`config.mk`:
```
export PLATFORM = sky130hd
export DESIGN_NAME = srp_div
export DESIGN_NICKNAME = d
export VERILOG_FILES = /design/src/hw/rtl/srp_div.sv
export SDC_FILE = /design/constraint.sdc
export NUM_CORES = 2
export LEC_CHECK = 0
export BUFFER_PORTS_ARGS = -buffer_cell sky130_fd_sc_hd__buf_2
export CORE_ASPECT_RATIO = 2
export CORE_UTILIZATION = 57
export CTS_CLUSTER_DIAMETER = 50
export CTS_CLUSTER_SIZE = 30
export DETAILED_ROUTE_END_ITERATION = 10
export PLACE_DENSITY = 0.82
export RECOVER_POWER = 25
export REMOVE_ABC_BUFFERS = 1
export SYNTH_ARGS = -nofsm -noshare
export SYNTH_HDL_FRONTEND = slang
export SYNTH_SLANG_ARGS = --single-unit
```
`constraint.sdc`:
```
create_clock -name clk -period 3.5 [get_ports clk]
set_input_delay 0.7 -clock clk [delete_from_list [all_inputs] [get_ports clk]]
set_output_delay 0.7 -clock clk [all_outputs]
set_load 0.005 [all_outputs]
```
`src/hw/rtl/srp_div.sv`:
```
// ----------------------------------------------------------------------------
// srp_div
// Pipelined restoring divider, one quotient bit per stage. The top
// NUM_W-Q_W numerator bits must be below the divisor.
// ----------------------------------------------------------------------------
module srp_div #(
  parameter int NUM_W  = 47,
  parameter int DEN_W  = 32,
  parameter int Q_W    = 17,
  parameter int SIDE_W = 1
) (
  input  logic              clk,
  input  logic              rst_n,
  input  logic              in_valid,
  input  logic [NUM_W-1:0]  in_num,
  input  logic [DEN_W-1:0]  in_den,
  input  logic [SIDE_W-1:0] in_side,
  output logic              out_valid,
  output logic [Q_W-1:0]    out_quo,
  output logic [SIDE_W-1:0] out_side
);

  localparam int HI_W = NUM_W - Q_W;

  logic              v_r    [0:Q_W];
  logic [DEN_W-1:0]  rem_r  [0:Q_W];
  logic [Q_W-1:0]    lo_r   [0:Q_W];
  logic [Q_W-1:0]    quo_r  [0:Q_W];
  logic [DEN_W-1:0]  den_r  [0:Q_W];
  logic [SIDE_W-1:0] side_r [0:Q_W];
  logic [DEN_W-1:0]  rem_ld;

  generate
    if (HI_W > 0) begin : g_hi
      assign rem_ld = DEN_W'(in_num[NUM_W-1:Q_W]);
    end else begin : g_nohi
      assign rem_ld = '0;
    end
  endgenerate

  // load stage
  always_ff @(posedge clk) begin
    if (!rst_n) begin
      v_r[0] <= 1'b0;
    end else begin
      v_r[0] <= in_valid;
    end
  end

  always_ff @(posedge clk) begin
    rem_r[0]  <= rem_ld;
    lo_r[0]   <= in_num[Q_W-1:0];
    quo_r[0]  <= '0;
    den_r[0]  <= in_den;
    side_r[0] <= in_side;
  end

  for (genvar s = 0; s < Q_W; s++) begin : g_stage
    logic [DEN_W:0] trial;
    logic [DEN_W:0] diff;
    logic           take;

    assign trial = {rem_r[s], lo_r[s][Q_W-1]};
    assign diff  = trial - {1'b0, den_r[s]};
    assign take  = (trial >= {1'b0, den_r[s]});

    always_ff @(posedge clk) begin
      if (!rst_n) begin
        v_r[s+1] <= 1'b0;
      end else begin
        v_r[s+1] <= v_r[s];
      end
    end

    always_ff @(posedge clk) begin
      rem_r[s+1]  <= take ? diff[DEN_W-1:0] : trial[DEN_W-1:0];
      lo_r[s+1]   <= {lo_r[s][Q_W-2:0], 1'b0};
      quo_r[s+1]  <= {quo_r[s][Q_W-2:0], take};
      den_r[s+1]  <= den_r[s];
      side_r[s+1] <= side_r[s];
    end
  end

  assign out_valid = v_r[Q_W];
  assign out_quo   = quo_r[Q_W];
  assign out_side  = side_r[Q_W];

endmodule

```
Word-level counts from Yosys, hierarchy flattened --
Memory sizes are Yosys's and may differ from the RTL's. Cells that the tools add are included.
Storage, ports and cells: bits in registers 0, bits in writable memories 1800, input port bits 83, output and inout bits 19, logic and storage cells 95, memories kept 6
Operators by class: add/subtract/negate cells 17, magnitude comparators 17, muxes and demuxes 37, bitwise logic cells 18
Memories:
- den_r | words 18, bits a word 32, read ports 17, clocked after Yosys merged registers in 0, wr ports 18, RTL line 29 | logic [DEN_W-1:0] den_r [0:Q_W];
- rem_r | words 18, bits a word 32, read ports 17, clocked after Yosys merged registers in 0, wr ports 18, RTL line 26 | logic [DEN_W-1:0] rem_r [0:Q_W];
- lo_r | words 18, bits a word 17, read ports 17, clocked after Yosys merged registers in 0, wr ports 18, RTL line 27 | logic [Q_W-1:0] lo_r [0:Q_W];
- quo_r | words 18, bits a word 17, read ports 18, clocked after Yosys merged registers in 0, wr ports 18, RTL line 28 | logic [Q_W-1:0] quo_r [0:Q_W];
- side_r | words 18, bits a word 1, read ports 18, clocked after Yosys merged registers in 0, wr ports 18, RTL line 30 | logic [SIDE_W-1:0] side_r [0:Q_W];
- v_r | words 18, bits a word 1, read ports 18, clocked after Yosys merged registers in 0, wr ports 18, RTL line 25 | logic v_r [0:Q_W];
Operators with widths (count):
- 33-bit by 32-bit greater-or-equal comparator with 1-bit output | 17
- 32-bit two-way mux | 17
- 32-bit subtractor | 17
- 1-bit two-way mux | 20
- 1-bit bitwise OR | 18

Longest topological paths before layout --
An unclocked memory read counts as a cell.
word-level depth 3, mapped depth 16, mapped depth without buffers 14

Least setup slack after synthesis --
Ideal clock, no wire load.
path type reg2reg, from memory den_r[8][4], to memory rem_r[9][24], setup time 121 ps, data arrival time 3320 ps, data required time 3379 ps, slack 59 ps, stages on the path, launching flop included 14, buffers on the path 1, clock period less this slack 3441 ps, cell sequence dfxtp_1 -> inv_1 -> ha_1 -> a21oi_1 -> o21ai_0 -> or3_1 -> o221a_2 -> o2111a_1 -> o41ai_4 -> o41ai_1 -> o2111ai_1 -> nor4b_4 -> buf_6 -> mux2_2
RTL lines (RTL line):
- start: declaration | 29
- end: declaration | 26

==> flow_summary.yaml <==
power_and_ir_drop:
  leakagePower_nw: 35.2
  power_frac_clock_pct: 13.9
  p_switching_mw: 32.3
  seq_power_share_pct: 29.1
  max-vdd-ir-drop_mv: 0.617
  p_per_area_nw_per_um2: 1070
  swShare_pct: 40.6
  combPwrFrac_pct: 57.0
  p_int_mw: 47.3
timing:
  whs_ps: 47.6
  slew_viol_final: 0
  finalCritPeriodShare_pct: 104
  fin_ws_ps: -149
  finalClockSkew_ps: 44.0
  hold_viol: 0
  rsz0062_at_grt: "true"
  finalSetupTns_ps: -5860
  max_slew_margin_pct: 45.8
  fmax_mhz: 274
  min_period_ps: 3650
  finalSetupViolCount: 74
  tightest_slew_ps: 811
floorplan:
  die_h_um: 469
  dieWidth_um: 236
  die_area_um2: 111000
  io_pins: 102
  core_um2: 108000
  initial_utilization_pct: 57.4
  rows: 171
worst_setup_path:
  crit_arrival_ps: 4270
  critPathRequiredTime_ps: 4130
  critPathLaunch: "den_r[3][2]"
  r2r_start: "den_r[3][2]"
  r2r_cells: 16
  start_kind: "register"
  critPathCaptureType: "register"
  critPathTopFamily: "compound AO/OA/AOI/OAI gates"
  cpMaxStageDelayCell: "a2111o_2"
  crit_chain: "inv_1 > ha_1 > o21a_1 > o31ai_4 > a21oi_1 > buf_4 > nor4b_4 > buf_4 > nor4_4 > o2111ai_2 > nand2_1 > a21oi_2 > o31ai_1 > a2111o_2 > clkbuf_16 > mux2_2"
  crit_path_max_incr_delay_ps: 640
  r2r-end: "rem_r[4][4]"
  r2r_slack_ps: -150
  worst_path_most_repeated_cell: "buf_4"
  critPathKind: "register to register"
  crit_fanout: 8
  path_buf_inv: 4
global_routing:
  grt_usage_pct: 30.4
  first_global_vias: 52560
  grt_pass1_wl_mm: 260
  grt_overflow_total: 0
  grt_start_max_net_pins: 63
  antenna_found_initial: 6
yosys:
  synth_cell_types: 79
  synth_top_area_cell: "dfxtp_1"
  ys_ff_latch: 1428
  synth_top_area_share_pct: 45.9
  synth_common_cells: "dfxtp_1, inv_1, ha_1"
  async_flop_share_pct: 0
  synth_seq_area_share_pct: 45.9
  avgSynthCellArea_um2: 9.57
  synth_warnings: 0
  yosys-top-cells-area: "dfxtp_1, ha_1, mux2_2"
  synth_edf_count: 0
  synthFlopType: "dfxtp_1"
  netlist_instances: 6507
  synthesis.area_um2: 62300
  yosysMostFrequentCell: "dfxtp_1"
detailed_routing:
  drt_iter0_markers: 2012
  postRouteAntennaNets: 0
  totalWireLength_mm: 177
  drc: 0
  vias: 49682
  first_pass_iters: 7
  via_per_inst: 5.73
  wl_per_cell_um: 20.4
min_path:
  worstHoldStart: "in_den[4]"
  min_to: "den_r[0][4]"
  whs_path_depth: 1
  min_path_type: "input pin to register"
placement:
  dpl.hpwl_mm: 132
  port_buffers: 101
  routabilityCongestion: 0.969
  dp_slack_ps: -556
finish:
  drive_gt1_share_pct: 20.0
  area.growth.synth_to_final_pct: 19.6
  final_nets: 7854
clock_tree:
  cts-buffers-inserted: 77
  clk_pin_slew_worst_paths_ps: 110
  cts.hold.buffers_added: 0
  cts_tree: "built"
  clock-root-buffer: "clkbuf_16"
  clock-sinks: 1428
  htree_levels: 3
  clkLatencyLatePin_ps: 750
  clock_path_buffers: 3
run_status:
  status: "finished, violations left"
  violations: "negative setup slack"
flow_run:
  drv_cap: 0
worst max path at each step:
| stage | to | cells past startpoint |
|---|---|---|
| floorplan | rem_r[11][24] | 12 |
| global placement | rem_r[16][29] | 17 |
| detailed placement | rem_r[16][29] | 17 |
| CTS | rem_r[16][29] | 17 |
| global route | rem_r[16][29] | 18 |
| finish | rem_r[4][4] | 16 |
logic make-up after synthesis:
kind of cell	count (synthesis)	share of synthesized area, %
simple gates	1358	10.4
xor+xnor	436	6.13
mux	249	4.47
fa+ha+maj	559	11.4
buf+inv	817	5.02
flops	1428	45.9
compound gates	1660	16.6
layout by cell type, fill, tap and decap left out, types with 33 or more instances in the layout:
| cell type | netlist | final |
|---|---|---|
| dfxtp_2 | 0 | 41 |
| a21o_1 | 276 | 275 |
| nor2_1 | 281 | 253 |
| and2_1 | 36 | 33 |
| inv_1 | 683 | 670 |
| nand2_1 | 480 | 477 |
| nor2b_1 | 76 | 67 |
| nor3_1 | 63 | 63 |
| and3_1 | 44 | 42 |
| ha_1 | 543 | 516 |
| dfxtp_1 | 1428 | 1386 |
| clkbuf_16 | 0 | 90 |
| nand4_1 | 79 | 79 |
| nand2b_1 | 86 | 86 |
| mux2_4 | 0 | 46 |
| xor2_1 | 166 | 166 |
| a21oi_1 | 477 | 432 |
| xnor2_1 | 270 | 270 |
| buf_2 | 21 | 100 |
| mux2_2 | 231 | 185 |
| o21ai_0 | 442 | 407 |
| nand3_1 | 112 | 105 |
| o21a_1 | 55 | 53 |
| buf_4 | 3 | 588 |
| o21bai_1 | 68 | 67 |
| a31oi_1 | 52 | 43 |
through the flow:
step / cells / power, mW / utilization [%] / area [µm²]
4_1_cts: 8611 / 75.9 / 67.1 / 72800
3_5_place_dp: 8436 / 62.5 / 63.3 / 68600
3_3_place_gp: 8436 / 61.4 / 63.3 / 68600
2_1_floorplan: 6373 / 48.6 / - / 61700
5_1_grt: 8675 / 84.2 / 68.6 / 74400
6_report: 8675 / 79.6 / 68.6 / 74400
metal layers:
metal	GRT usage [%]	wire, µm
met1	18.5	44500
met2	63.1	98600
met3	5.27	6270
met4	37.8	27800
met5	0	16
sequential cells by signal, indices dropped and copies added, names as in the netlist:
| signal | flops |
|---|---|
| quo_r | 153 |
| lo_r | 153 |
| rem_r | 542 |
| side_r | 18 |
| den_r | 544 |
| v_r | 18 |
area by class of cell:
type | count | area (µm²)
tap | 1384 | 1730
fill | 8159 | 34000
inverter | 683 | 2560
timing repair buffer | 760 | 6310
multi-input combinational | 4262 | 32300
antenna | 18 | 45.0
sequential | 1428 | 28600
clock inverter | 59 | 843
clock buffer | 81 | 1990
repair_timing:
action / CTS / global route
gates cloned: 12 / 12
gates resized for setup: 200 / 273
setup endpoints to repair: 375 / 456
pin swaps: 32 / 95
buffers inserted: 25 / 38
power by group through the flow:
stage / logic (mW) / clock network [mW] / registers [mW]
floorplan: 26.0 / 0 / 22.6
global placement: 38.1 / 0 / 23.3
detailed placement: 39.2 / 0 / 23.4
CTS: 41.6 / 11.2 / 23.1
global route: 48.7 / 11.8 / 23.6
finish: 45.4 / 11.0 / 23.2
worst register-to-register path, stage by stage (launching register included):
cell and delay, ps:
dfxtp_2 350, inv_1 40, ha_1 300, o21a_1 240, o31ai_4 70, a21oi_1 100, buf_4 160, nor4b_4 250
buf_4 200, nor4_4 70, o2111ai_2 170, nand2_1 110, a21oi_2 180, o31ai_1 90, a2111o_2 640, clkbuf_16 290
mux2_2 280
Power figures use the tool's default switching activity.
